==> config.mk <==
export PLATFORM = sky130hd
export DESIGN_NAME = dns_name_to_presentation_core
export DESIGN_NICKNAME = d
export VERILOG_FILES = /design/src/hdl/dnp_pkg.sv /design/src/hdl/dnp_front.sv /design/src/hdl/dnp_queue.sv /design/src/hdl/dnp_back.sv /design/src/hdl/dns_name_to_presentation_core.sv
export VERILOG_INCLUDE_DIRS = /design/src /design/src/hdl
export SDC_FILE = /design/constraint.sdc
export NUM_CORES = 1
export LEC_CHECK = 0
export BUFFER_PORTS_ARGS = -buffer_cell sky130_fd_sc_hd__buf_4
export CAP_MARGIN = 0
export CORE_ASPECT_RATIO = 1.75
export CORE_MARGIN = 5
export CORE_UTILIZATION = 59
export DETAILED_ROUTE_END_ITERATION = 6
export PLACE_DENSITY_LB_ADDON = 0.3
export SYNTH_ARGS = -nofsm -noshare
export SYNTH_HDL_FRONTEND = slang
export SYNTH_SLANG_ARGS = --single-unit
==> constraint.sdc <==
create_clock -name clk -period 9.1 [get_ports clk]
set_clock_uncertainty 0.2 [all_clocks]
set_input_delay 0.91 -clock clk [delete_from_list [all_inputs] [get_ports clk]]
set_output_delay 0.91 -clock clk [all_outputs]
set_load 0.01 [all_outputs]
==> src/hdl/assert_macros.svh <==
// assertion macros used by the top-level core file
// no dependencies; define ASSERT_OFF to compile them out
`ifndef ASSERT_MACROS_SVH
`define ASSERT_MACROS_SVH
`ifndef ASSERT_OFF
`define ASSERT_IMPLIES(label, clk, rst_n, a, b) \
  label: assert property (@(posedge clk) disable iff (!rst_n) (a) |-> (b)) \
    else $error("assertion failed");
`define ASSERT_NEXT(label, clk, rst_n, a, b) \
  label: assert property (@(posedge clk) disable iff (!rst_n) (a) |=> (b)) \
    else $error("assertion failed");
`else
`define ASSERT_IMPLIES(label, clk, rst_n, a, b)
`define ASSERT_NEXT(label, clk, rst_n, a, b)
`endif
`endif

==> src/hdl/dnp_pkg.sv <==
// shared types and constants for the dns name to presentation core
// no dependencies
`default_nettype none
package dnp_pkg;

  localparam int QUEUE_DEPTH = 4;

  localparam logic [7:0] CH_DOT   = 8'h2E;
  localparam logic [7:0] CH_SEMI  = 8'h3B;
  localparam logic [7:0] CH_LPAR  = 8'h28;
  localparam logic [7:0] CH_RPAR  = 8'h29;
  localparam logic [7:0] CH_BSL   = 8'h5C;
  localparam logic [7:0] CH_ZERO  = 8'h30;
  localparam logic [7:0] PRINT_LO = 8'h21;
  localparam logic [7:0] PRINT_HI = 8'h7E;

  // what the back end has to emit for one input byte
  typedef enum logic [1:0] {
    K_DOT   = 2'd0,  // '.', one character
    K_PLAIN = 2'd1,  // the byte itself
    K_ESC   = 2'd2,  // backslash then the byte
    K_DEC   = 2'd3   // backslash then three decimal digits
  } kind_t;

  typedef struct packed {
    kind_t      kind;
    logic [7:0] byt;
    logic       fin;   // dot closes the whole name
  } cmd_t;

endpackage
`default_nettype wire

==> src/hdl/dnp_front.sv <==
// front end: accepts wire bytes, tracks label position, emits commands
// depends on dnp_pkg
`default_nettype none
module dnp_front (
  input  wire logic          clk,
  input  wire logic          rst_n,
  input  wire logic          in_valid,
  output logic               in_ready,
  input  wire logic [7:0]    in_wire_byte,
  input  wire logic          q_full,
  output logic               push,
  output dnp_pkg::cmd_t      push_cmd
);

  logic       at_start_r, at_start_nxt;
  logic [7:0] remain_r, remain_nxt;
  logic       has_out;
  logic       accept;

  assign in_ready = !q_full;
  assign accept   = in_valid && in_ready;
  assign push     = accept && has_out;

  always_comb begin
    at_start_nxt  = at_start_r;
    remain_nxt    = remain_r;
    has_out       = 1'b1;
    push_cmd.kind = dnp_pkg::K_DOT;
    push_cmd.byt  = in_wire_byte;
    push_cmd.fin  = 1'b0;
    if (at_start_r) begin
      if (in_wire_byte == 8'd0) begin
        push_cmd.fin = 1'b1;
      end else begin
        has_out      = 1'b0;
        remain_nxt   = in_wire_byte;
        at_start_nxt = 1'b0;
      end
    end else if (remain_r != 8'd0) begin
      if (in_wire_byte == dnp_pkg::CH_DOT || in_wire_byte == dnp_pkg::CH_SEMI ||
          in_wire_byte == dnp_pkg::CH_LPAR || in_wire_byte == dnp_pkg::CH_RPAR ||
          in_wire_byte == dnp_pkg::CH_BSL) begin
        push_cmd.kind = dnp_pkg::K_ESC;
      end else if (in_wire_byte < dnp_pkg::PRINT_LO || in_wire_byte > dnp_pkg::PRINT_HI) begin
        push_cmd.kind = dnp_pkg::K_DEC;
      end else begin
        push_cmd.kind = dnp_pkg::K_PLAIN;
      end
      remain_nxt = remain_r - 8'd1;
    end else begin
      // length byte after a label closes it with a dot
      if (in_wire_byte == 8'd0) begin
        push_cmd.fin = 1'b1;
        at_start_nxt = 1'b1;
      end else begin
        remain_nxt = in_wire_byte;
      end
    end
  end

  always_ff @(posedge clk) begin
    if (!rst_n) begin
      at_start_r <= 1'b1;
      remain_r   <= 8'd0;
    end else if (accept) begin
      at_start_r <= at_start_nxt;
      remain_r   <= remain_nxt;
    end
  end

endmodule
`default_nettype wire

==> src/hdl/dnp_queue.sv <==
// small command queue between front and back end
// depends on dnp_pkg
`default_nettype none
module dnp_queue #(
  parameter int DEPTH = dnp_pkg::QUEUE_DEPTH
) (
  input  wire logic          clk,
  input  wire logic          rst_n,
  input  wire logic          push,
  input  wire dnp_pkg::cmd_t push_cmd,
  input  wire logic          pop,
  output dnp_pkg::cmd_t      head_cmd,
  output logic               empty,
  output logic               full
);

  localparam int AW = (DEPTH > 1) ? $clog2(DEPTH) : 1;
  localparam int CW = $clog2(DEPTH + 1);

  dnp_pkg::cmd_t mem_r [DEPTH];
  logic [AW-1:0] wptr_r, rptr_r;
  logic [CW-1:0] count_r;

  assign empty    = (count_r == CW'(0));
  assign full     = (count_r == CW'(DEPTH));
  assign head_cmd = mem_r[rptr_r];

  always_ff @(posedge clk) begin
    if (push) begin
      mem_r[wptr_r] <= push_cmd;
    end
  end

  always_ff @(posedge clk) begin
    if (!rst_n) begin
      wptr_r  <= '0;
      rptr_r  <= '0;
      count_r <= '0;
    end else begin
      if (push) begin
        wptr_r <= (wptr_r == AW'(DEPTH - 1)) ? '0 : wptr_r + AW'(1);
      end
      if (pop) begin
        rptr_r <= (rptr_r == AW'(DEPTH - 1)) ? '0 : rptr_r + AW'(1);
      end
      if (push && !pop) begin
        count_r <= count_r + CW'(1);
      end else if (pop && !push) begin
        count_r <= count_r - CW'(1);
      end
    end
  end

endmodule
`default_nettype wire

==> src/hdl/dnp_back.sv <==
// back end: expands one command into one to four characters
// depends on dnp_pkg
`default_nettype none
module dnp_back (
  input  wire logic          clk,
  input  wire logic          rst_n,
  input  wire dnp_pkg::cmd_t head_cmd,
  input  wire logic          q_empty,
  output logic               pop,
  output logic               out_valid,
  input  wire logic          out_ready,
  output logic [7:0]         out_char,
  output logic               out_last_of_run,
  output logic               out_end_of_name
);

  dnp_pkg::cmd_t cur_r;
  logic          cur_v_r;
  logic [1:0]    idx_r;
  logic          oval_r;
  logic [7:0]    ochar_r;
  logic          olast_r, oend_r;

  logic          advance, is_last;
  logic [1:0]    last_idx;
  logic [7:0]    ch;
  logic [1:0]    hund;
  logic [7:0]    rem;
  logic [14:0]   prod;
  logic [3:0]    tens;
  logic [7:0]    units;

  always_comb begin
    unique case (cur_r.kind)
      dnp_pkg::K_DOT:   last_idx = 2'd0;
      dnp_pkg::K_PLAIN: last_idx = 2'd0;
      dnp_pkg::K_ESC:   last_idx = 2'd1;
      dnp_pkg::K_DEC:   last_idx = 2'd3;
      default:          last_idx = 2'd0;
    endcase
  end

  // decimal digits; tens via multiply by 205 and shift by 11 (exact below 100)
  always_comb begin
    if (cur_r.byt >= 8'd200) begin
      hund = 2'd2;
      rem  = cur_r.byt - 8'd200;
    end else if (cur_r.byt >= 8'd100) begin
      hund = 2'd1;
      rem  = cur_r.byt - 8'd100;
    end else begin
      hund = 2'd0;
      rem  = cur_r.byt;
    end
    prod  = 15'(rem[6:0]) * 15'd205;
    tens  = prod[14:11];
    units = rem - 8'(tens) * 8'd10;
  end

  always_comb begin
    ch = cur_r.byt;
    case (cur_r.kind)
      dnp_pkg::K_DOT:   ch = dnp_pkg::CH_DOT;
      dnp_pkg::K_PLAIN: ch = cur_r.byt;
      dnp_pkg::K_ESC:   ch = (idx_r == 2'd0) ? dnp_pkg::CH_BSL : cur_r.byt;
      dnp_pkg::K_DEC: begin
        case (idx_r)
          2'd0:    ch = dnp_pkg::CH_BSL;
          2'd1:    ch = dnp_pkg::CH_ZERO + 8'(hund);
          2'd2:    ch = dnp_pkg::CH_ZERO + 8'(tens);
          default: ch = dnp_pkg::CH_ZERO + units;
        endcase
      end
      default: ch = cur_r.byt;
    endcase
  end

  assign is_last = (idx_r == last_idx);
  assign advance = cur_v_r && (!oval_r || out_ready);
  assign pop     = !q_empty && (!cur_v_r || (advance && is_last));

  always_ff @(posedge clk) begin
    if (pop) begin
      cur_r <= head_cmd;
    end
    if (advance) begin
      ochar_r <= ch;
      olast_r <= is_last;
      oend_r  <= (cur_r.kind == dnp_pkg::K_DOT) && cur_r.fin;
    end
  end

  always_ff @(posedge clk) begin
    if (!rst_n) begin
      cur_v_r <= 1'b0;
      idx_r   <= 2'd0;
      oval_r  <= 1'b0;
    end else begin
      if (pop) begin
        cur_v_r <= 1'b1;
        idx_r   <= 2'd0;
      end else if (advance) begin
        if (is_last) begin
          cur_v_r <= 1'b0;
          idx_r   <= 2'd0;
        end else begin
          idx_r <= idx_r + 2'd1;
        end
      end
      if (advance) begin
        oval_r <= 1'b1;
      end else if (out_ready) begin
        oval_r <= 1'b0;
      end
    end
  end

  assign out_valid       = oval_r;
  assign out_char        = ochar_r;
  assign out_last_of_run = olast_r;
  assign out_end_of_name = oend_r;

endmodule
`default_nettype wire

==> src/hdl/dns_name_to_presentation_core.sv <==
// dns name wire form to text form; one byte in per cycle while the queue
// is not full, one character out per cycle while it holds commands and out_ready
// is high; a byte passes queue memory, current command and output register, and
// gives 0 to 4 characters (4 for a decimal escape), queue absorbs the difference
// reset: synchronous active-low rst_n clears label state, queue and output stage
`default_nettype none
`include "assert_macros.svh"
module dns_name_to_presentation_core #(
  parameter int QUEUE_DEPTH = dnp_pkg::QUEUE_DEPTH
) (
  input  wire logic       clk,
  input  wire logic       rst_n,
  input  wire logic       in_valid,
  output logic            in_ready,
  input  wire logic [7:0] in_wire_byte,
  output logic            out_valid,
  input  wire logic       out_ready,
  output logic [7:0]      out_char,
  output logic            out_last_of_run,
  output logic            out_end_of_name
);

  logic          push, pop, q_full, q_empty;
  dnp_pkg::cmd_t push_cmd, head_cmd;

  dnp_front u_front (
    .clk          (clk),
    .rst_n        (rst_n),
    .in_valid     (in_valid),
    .in_ready     (in_ready),
    .in_wire_byte (in_wire_byte),
    .q_full       (q_full),
    .push         (push),
    .push_cmd     (push_cmd)
  );

  dnp_queue #(.DEPTH(QUEUE_DEPTH)) u_queue (
    .clk      (clk),
    .rst_n    (rst_n),
    .push     (push),
    .push_cmd (push_cmd),
    .pop      (pop),
    .head_cmd (head_cmd),
    .empty    (q_empty),
    .full     (q_full)
  );

  dnp_back u_back (
    .clk             (clk),
    .rst_n           (rst_n),
    .head_cmd        (head_cmd),
    .q_empty         (q_empty),
    .pop             (pop),
    .out_valid       (out_valid),
    .out_ready       (out_ready),
    .out_char        (out_char),
    .out_last_of_run (out_last_of_run),
    .out_end_of_name (out_end_of_name)
  );

  `ASSERT_IMPLIES(a_no_overflow, clk, rst_n, push, !q_full)
  `ASSERT_IMPLIES(a_no_underflow, clk, rst_n, pop, !q_empty)
  `ASSERT_IMPLIES(a_end_is_dot, clk, rst_n, out_valid && out_end_of_name, (out_char == dnp_pkg::CH_DOT) && out_last_of_run)
  `ASSERT_NEXT(a_push_fills, clk, rst_n, push && !pop, !q_empty)

endmodule
`default_nettype wire
Word-level counts from Yosys, hierarchy flattened
Memories as Yosys holds them, arrays and structs flattened. A register that Yosys moved wholly into a read port is not among the register bits.
Index checks and enable logic that the tools add are counted.
Widths: inputs -> output; s select.

storage, ports and cells
  memories = 1
  register bits = 30
  bits in latches = 0
  bits of input ports = 12
  memory bits (writable) = 44
  word-level logic and storage cells = 109
  bits in read-only memories = 0
  output and inout bits = 12

memory list
  name           words  width  rd ports  clocked after memory_dff  write ports  line             source
  u_queue.mem_r  4      11     1         1                         1            dnp_queue.sv:20  dnp_pkg::cmd_t mem_r [DEPTH];

operators by class
  shift-type cells = 0
  add/subtract/negate cells = 12
  equal/unequal tests = 14
  divide/modulo/power cells = 0
  reductions and logical operators = 33
  bitwise gates (word level) = 1
  multipliers = 2
  mux-type cells = 31
  order comparisons = 4

operators by type and width
  cell                  number
  $mux 8                6
  $eq 8x6->1 const B    4
  $pmux 8 s4            1
  $pmux 8 s3            1
  $mux 2                8
  $mul 7x8->15 const B  1
  $mux 1                12
  $eq 2x2->1 const B    5
  $add 6x8->8 const A   1
  $eq 8x7->1 const B    1
  $ge 8x7->1 const B    1
  $ge 8x8->1 const B    1
  $gt 8x7->1 const B    1
  $logic_and 1x1->1     8
  $logic_not 8->1       1
  $lt 8x6->1 const B    1
  $reduce_bool 2->1     4
  $reduce_bool 8->1     1
  $sub 8x1->8 const B   1
  $sub 8x7->8 const B   1
  $sub 8x8->8           1
  $sub 8x8->8 const B   1
  $add 6x2->7 const A   1
  $add 6x4->7 const A   1
  other kinds (16)      33

Depth between registers and ports, before layout
Gate-level depths: netlist of run 1.

  depth in word-level cells = 10
  depth in mapped cells = 37
  gate-level depth less buffers = 37

Cells and area by module
A second synthesis of run 1 with hierarchy kept.

second synthesis, totals
  cell total of the unflattened synthesis = 502
  area total of the unflattened synthesis = 5705.5 µm²

by module, submodules not included
  module     times used  cells each  area each (µm²)
  dnp_back   1           290         2850.2
  dnp_queue  1           101         2047.0
  dnp_front  1           111         808.3

Worst setup path after synthesis of run 1
Ideal clock, no wire load.

  kind = reg-to-reg
  start = reg, netlist name u_back.cur_r[3]
  end = reg u_back.ochar_r[7], in the netlist u_back.out_char[7] (data pin)
  path buffers = 0
  cell stages (with the launch flop) = 37
  data arrival time = 7.196 ns
  setup slack = 1.433 ns
  required time = 8.629 ns
  path through = edfxtp_1 -> inv_1 -> ha_1 -> nor3b_2 -> o31a_4 -> a211oi_1 -> a21oi_2 -> xnor2_1 -> ha_1 -> inv_1 -> fa_1 -> inv_1 -> ha_1 -> inv_1 -> fa_1 -> inv_1 -> ha_1 -> a21oi_1 -> o22ai_1 -> or3_1 -> a21oi_1 -> nand2_1 -> xnor2_1 -> inv_1 -> ha_1 -> ha_1 -> inv_1 -> fa_1 -> xor2_1 -> ha_1 -> ha_1 -> or2_2 -> o22ai_1 -> xnor2_1 -> xnor2_1 -> and3_1 -> o32ai_2

on the way
  longest elaborated chain between the ends = 9
  elaborated cells between the ends (all ways) = 12
  classes of those cells = add/sub: 4; mul: 2; order compare: 2; mux: 4

ends and longest elaborated chain
  item                                              line                            source
  $sub 8x7->8 / $ge 8x7->1 (equally long branches)  dnp_back.sv:50, dnp_back.sv:48
  $mux 8                                            dnp_back.sv:48                  end else if (cur_r.byt >= 8'd100) begin
  $mux 8 *                                          dnp_back.sv:45                  if (cur_r.byt >= 8'd200) begin
  $mul 7x8->15                                      dnp_back.sv:55                  prod = 15'(rem[6:0]) * 15'd205;
  $mul 4x3->7                                       dnp_back.sv:57                  units = rem - 8'(tens) * 8'd10;
  $sub 8x8->8 *                                     dnp_back.sv:57
  $add 6x8->8 *                                     dnp_back.sv:71                  default: ch = dnp_pkg::CH_ZERO + units;
  $pmux 8 s3 *                                      dnp_back.sv:67                  case (idx_r)
  $pmux 8 s4 *                                      dnp_back.sv:62                  case (cur_r.kind)
  via u_back.ch[7]                                  dnp_back.sv:26                  logic [7:0] ch;
  to (signal assigned)                              dnp_back.sv:87                  ochar_r <= ch;
  to (decl)                                         dnp_back.sv:21                  logic [7:0] ochar_r;

The timed path passes the listed nets; every way through them passes the cells marked *.
A chain may end at the register's enable or synchronous reset.

Worst setup path after layout of run 1
  start = reg, netlist name u_back.cur_r[4]
  end = reg u_back.ochar_r[7], in the netlist u_back.out_char[7] (data pin)

on the way
  longest elaborated chain between the ends = 9
  elaborated cells between the ends (all ways) = 12
  classes of those cells = add/sub: 4; mul: 2; order compare: 2; mux: 4

ends and longest elaborated chain
  item                                              line
  $sub 8x7->8 / $ge 8x7->1 (equally long branches)  dnp_back.sv:50, dnp_back.sv:48
  $mux 8                                            dnp_back.sv:48
  $mux 8 *                                          dnp_back.sv:45
  $mul 7x8->15                                      dnp_back.sv:55
  $mul 4x3->7                                       dnp_back.sv:57
  $sub 8x8->8 *                                     dnp_back.sv:57
  $add 6x8->8 *                                     dnp_back.sv:71
  $pmux 8 s3 *                                      dnp_back.sv:67
  $pmux 8 s4 *                                      dnp_back.sv:62
  via u_back.ch[7]                                  dnp_back.sv:26

Marks and branches as above.

==> impl_metrics.ini, run 1 <==
[run_status]
status = finished clean

[job]
cap_violations = 0

[critical_path]
crit_type = flip-flop to flip-flop
worstPathArrival_ns = 8.20
slowest_delay_ns = 0.50
cp-end-kind = flip-flop
critPathMaxFanout = 6
start_kind = flip-flop
path_common_cell = ha_1
crit_slowest_cell = fa_1
cp.required_ns = 8.97
critPathTopFamily = adder cells
cp_num_buf_inv = 7

[logic_synthesis]
yosys_warnings = 0
synth_cells = 491
syn-num-nets = 578
synth_area_um2 = 5570
synth_edf_count = 65
synth.top_cell.area_share_pct = 35.0
synth_cell_types = 71
synth_top_flop_cell = edfxtp_1
synth_area_leaders = edfxtp_1, ha_1, dfxtp_1, mux4_2, fa_1
ys_ff_latch = 85
netlist.top_cell.by_area = edfxtp_1
ys_async_sr_fraction_pct = 0
synth_area_per_cell_um2 = 11.3
ys_seq_area_share_pct = 42.2

[global_routing]
antenna_found_initial = 0
grt_pass1_wl_um = 19800
grt-ovfl-total = 0
grt_max_degree = 20
track_usage_pct = 21.8
grt_pass1_vias = 4093

[drt]
postRouteAntennaNets = 0
wl_per_cell_um = 18.4
drt_iter0_markers = 183
dr_total_vias = 3870
detail_route.drc_violations = 0
viasPerCell = 6.01
wl_um = 11900
drt_first_pass_iters = 5

[cts]
cts_max_level = 3
cts_buffer_depth = 2
clkLatencyLatePin_ns = 0.33
ctsHoldBuffers = 0
clk_pin_slew_worst_paths_ns = 0.06
cts_buffers = 9
cts-root-buf = clkbuf_16
postCtsSetupBuffers = 0
clock-sinks = 85
ctsResizeCount = 0
cts_tree = done

[sta]
finalSetupViolations = 0
final.min_clock_period_ns = 8.33
hold_viol = 0
tightestPinTransition_ns = 0.880
slew_headroom_pct = 41.3
period_share_pct = 91.5
maxSlewViolCount = 0
rsz0062_at_grt = no
whs_ns = 0.301
tns_ns = 0
max_freq_mhz = 120

[die]
initial_core_util_pct = 59.6
rows = 47
die-area_um2 = 11600
core_um2 = 9350
ioPinCount = 24
die_h_um = 139
die_w_um = 83.5

[place]
hpwl_um = 9240
numPortBuffers = 23
routabilityCongestion = 0.895
place_inst = 628

[final_layout]
nets = 604
layout-drive-gt1-share_pct = 14.8
seq_area_um2 = 2350
num-fill-cells = 721
multi_input_area_um2 = 2960
diodes = 0
final_cell_count_no_fill = 644
area_delta_synth_final_pct = 10.3

[min_path]
hold_path.class = flip-flop to flip-flop
## kinds of logic (layout without fill, tap and decap cells)
family / Yosys count / count (layout) / synth area share (%)
simple gates: 125 / 125 / 12.2
compound gates: 103 / 103 / 13.8
flops: 85 / 85 / 42.2
fa+ha+maj: 75 / 75 / 18.3
buf+inv: 67 / 98 / 4.72
mux: 20 / 20 / 6.06
xor+xnor: 16 / 16 / 2.65
## worst reg2reg max path: cells and delay by family, from the launching register on
kind	cells	cell delay (ns)
DFF	1	0.46
xor gates and xnor gates	5	0.91
adders and majority gates	11	3.46
and+or+nand+nor	5	1.10
buffers and inverters	7	0.48
AOI/OAI and AO/OA	8	1.45
## sequential cells by signal (all words and copies together) (netlist names), 2 cells and up
name              cells
u_queue.wptr_r        2
u_front.remain_r      8
u_queue.count_r       3
u_queue.rptr_r        2
u_queue.mem_r        44
u_back.cur_r         11
u_back.idx_r          2
u_back.out_char       8
## metal layers
| layer | up-vias | GRT usage, % | routed length, um |
|---|---|---|---|
| met5 | - | 0 | 0 |
| met4 | 0 | 10.2 | 493 |
| met3 | 40 | 4.28 | 333 |
| met2 | 101 | 44.2 | 7070 |
| met1 | 1872 | 19.8 | 3980 |
| li1 | 1857 | - | - |
## cell type report
cell class              instances  share of cell area, %
multi-input cells             339                   48.1
clock inverters                 6                  0.550
flip-flops and latches         85                   38.3
inverters                      57                   3.48
well taps                     122                   2.48
clock buffers                  10                   4.07
repair buffers                 25                   3.05
## final timing paths
check	startpoint	endpoint	slack, ns	cells past startpoint
worst max register to register	u_back.cur_r[4]	u_back.out_char[7]	0.77	36
worst min-delay path	u_front.remain_r[6]	u_front.remain_r[6]	0.30	2
worst min register to register	u_front.remain_r[6]	u_front.remain_r[6]	0.30	2
worst max-delay path	u_back.cur_r[4]	u_back.out_char[7]	0.77	36
## cell usage in the layout (no fill, tap or decap), drive strengths merged, types with 8 or more instances in the layout
cell,n
xnor2,9
buf,25
clkbuf,10
a21oi,32
ha,64
mux4,11
edfxtp,65
nand3,8
nor2b,12
inv,58
mux2i,9
and2,8
nand2,28
nor3,14
a21boi,8
nor2,23
fa,11
o21ai,12
dfxtp,20
## stage by stage
step	instance area, um2	setup slack, ns	utilization (%)
after detailed placement	5860	0.863	62.7
after global placement	5860	1.08	62.7
after floorplan	5570	1.43	-
after global routing	6150	0.263	65.7
after CTS	6150	0.837	65.7
final	6150	0.770	65.7
## cells in the mapped netlist, drive strengths merged (2+ instances only)
master  instances
mux2i           9
o21ai          12
buf             6
xnor2           9
or2             6
dfxtp          20
nor4            3
nand2          28
xor2            7
o211ai          3
nor2           23
a22oi           2
inv            57
a21boi          8
clkbuf          4
o21a            3
nand4           5
nand2b          3
a222oi          4
edfxtp         65
a211o           3
o31a            3
o22ai           7
ha             64
nand3           8
a211oi          2
and2            8
a21oi          32
o31ai           4
nor3           14
o41ai           2
a221oi          2
or3             6
nor3b           3
or4             2
a21o            4
fa             11
nor2b          12
a31oi           3
mux4           11
Power of run 1 is left out: the tool's default activity adds up to more than one toggle a clock period on the data nets, which glitch-free logic cannot reach.
==> run 2, diff against run 1 <==
- BUFFER_PORTS_ARGS: -buffer_cell sky130_fd_sc_hd__buf_4 -> unset
- CORE_ASPECT_RATIO: 1.75 -> 1.5
- DONT_BUFFER_PORTS: unset -> 1
==> run 2 against run 1 <==
Against the previous run:
- via count fell by 2.1%
- non-clock buffer count fell by 22
- critical path type unchanged
- count of clock-buffer cells in the layout is 2 higher
- design area is 2.8% lower
- sequential share of layout area increased by 1.1 points
- utilization is 1.2 points lower
- critical endpoint unchanged
- sequential cell count stayed put
- hold slack got worse by 0.0092 ns
==> impl_metrics.ini, run 2 (same netlist as run 1, synthesis figures left out) <==
[sta]
final.min_clock_period_ns = 8.34
rsz0062_at_grt = no
hold_viol = 0
finalSetupViolations = 0
maxSlewViolCount = 0
max_freq_mhz = 120
tns_ns = 0
period_share_pct = 91.6
tightestPinTransition_ns = 0.802
slew_headroom_pct = 46.5

[critical_path]
cp-end-kind = flip-flop
r2r_cells = 32
critPathMaxFanout = 7
path_common_cell = ha_1
slowest_delay_ns = 0.48
worstPathArrival_ns = 8.20
r2r_start = u_back.cur_r[3]
crit_slowest_cell = fa_1
worstReg2RegEnd = u_back.out_char[7]
worst-r2r-setup-slack_ns = 0.76
crit_path_start = u_back.cur_r[3]
cp.required_ns = 8.97
crit_type = flip-flop to flip-flop
start_kind = flip-flop
crit_end = u_back.out_char[7]

[final_layout]
design_area_um2 = 5970
largest_reg_flops = 44
nets = 582
diodes = 0
layout_commonest_cell = edfxtp_1
layout_common_cells = edfxtp_1, ha_1, inv_1, nand2_1, a21oi_1
layout-drive-gt1-share_pct = 10.4
area_delta_synth_final_pct = 7.19
reg_top3 = u_queue.mem_r: 44 flops, u_back.cur_r: 11 flops
largest-register = u_queue.mem_r

[global_routing]
antenna_found_initial = 0
grt_pass1_vias = 4003
track_usage_pct = 21.6
grt_pass1_wl_um = 18800
grt-ovfl-total = 0
grt_max_degree = 20

[cts]
cts_buffer_depth = 2
cts-root-buf = clkbuf_16
cts_tree = done
clk_pin_slew_worst_paths_ns = 0.06
cts_buffers = 9
ctsResizeCount = 0
cts_max_level = 3
ctsHoldBuffers = 0
clock-sinks = 85
clkLatencyLatePin_ns = 0.34
postCtsSetupBuffers = 0

[drt]
wl_met2_um = 6420
detail_route.drc_violations = 0
wl_um = 11400
top_layer = met4
postRouteAntennaNets = 0
dr_wl_met3_um = 454
wl_per_cell_um = 18.6
m1WireLength_um = 4070
dr_total_vias = 3787
viasPerCell = 6.19
drt_first_pass_iters = 5
drt_iter0_markers = 193

[run_status]
status = finished clean

[die]
ioPinCount = 24
rows = 43
core_um2 = 9250
die_h_um = 129
die-area_um2 = 11500
initial_core_util_pct = 60.2
die_w_um = 89.3

[place]
routabilityCongestion = 0.910
placed_cell_area_um2 = 5690
hpwl_um = 8860
numPortBuffers = 0

[min_path]
hp-start = u_back.cur_v_r
hold_path.class = flip-flop to flip-flop

[job]
cap_violations = 0
[run 2: cell types whose count changed in the layout (fill, tap and decap cells not counted), sizes merged]
| cell | before | now |
|---|---|---|
| inv | 58 | 57 |
| clkbuf | 10 | 12 |
| buf | 25 | 3 |
| clkinvlp | 0 | 2 |
| bufinv | 0 | 1 |
| clkinv | 5 | 1 |
[run 2: per-layer routing]
layer,global-route usage [%],vias up
met5,0,-
met4,11.2,0
met3,4.71,35
met2,40.5,113
met1,21.4,1824
li1,-,1815
[run 2: metrics by stage]
step                      worst slack (ns)  utilization (%)  hold WS [ns]  std cells
after detailed placement             0.815             61.4         0.286        596
after CTS                            0.750             64.5         0.293        612
after global routing                 0.244             64.5         0.328        612
after global placement               0.973             61.4         0.264        596
final                                0.764             64.5         0.292        612
after floorplan                       1.43                -         0.257        491
[run 2: layout make-up]
class / instances / area, um2
Fill cell: 710 / 3280
Multi-Input combinational cell: 339 / 2960
Sequential cell: 85 / 2350
Clock buffer: 12 / 236
Inverter: 57 / 214
Tap cell: 112 / 140
Clock inverter: 4 / 50.0
Timing Repair Buffer: 3 / 22.5
[run 2: how the worst min path moves through the flow]
stage	end	cells past startpoint
floorplan	u_back.out_valid	2
global placement	u_back.out_valid	2
detailed placement	u_back.out_valid	2
CTS	u_back.out_valid	2
global route	u_back.out_valid	2
finish	u_back.out_valid	2
[run 2: worst max-delay path: cells and delay by family, from the launching register on]
family,cells,cell delay [ns]
flops,1,0.46
fa+ha+maj,10,3.32
compound gates,11,1.94
simple gates,5,1.17
xor+xnor,4,0.77
buf+inv,2,0.20
Power of run 2 is left out for the same reason.
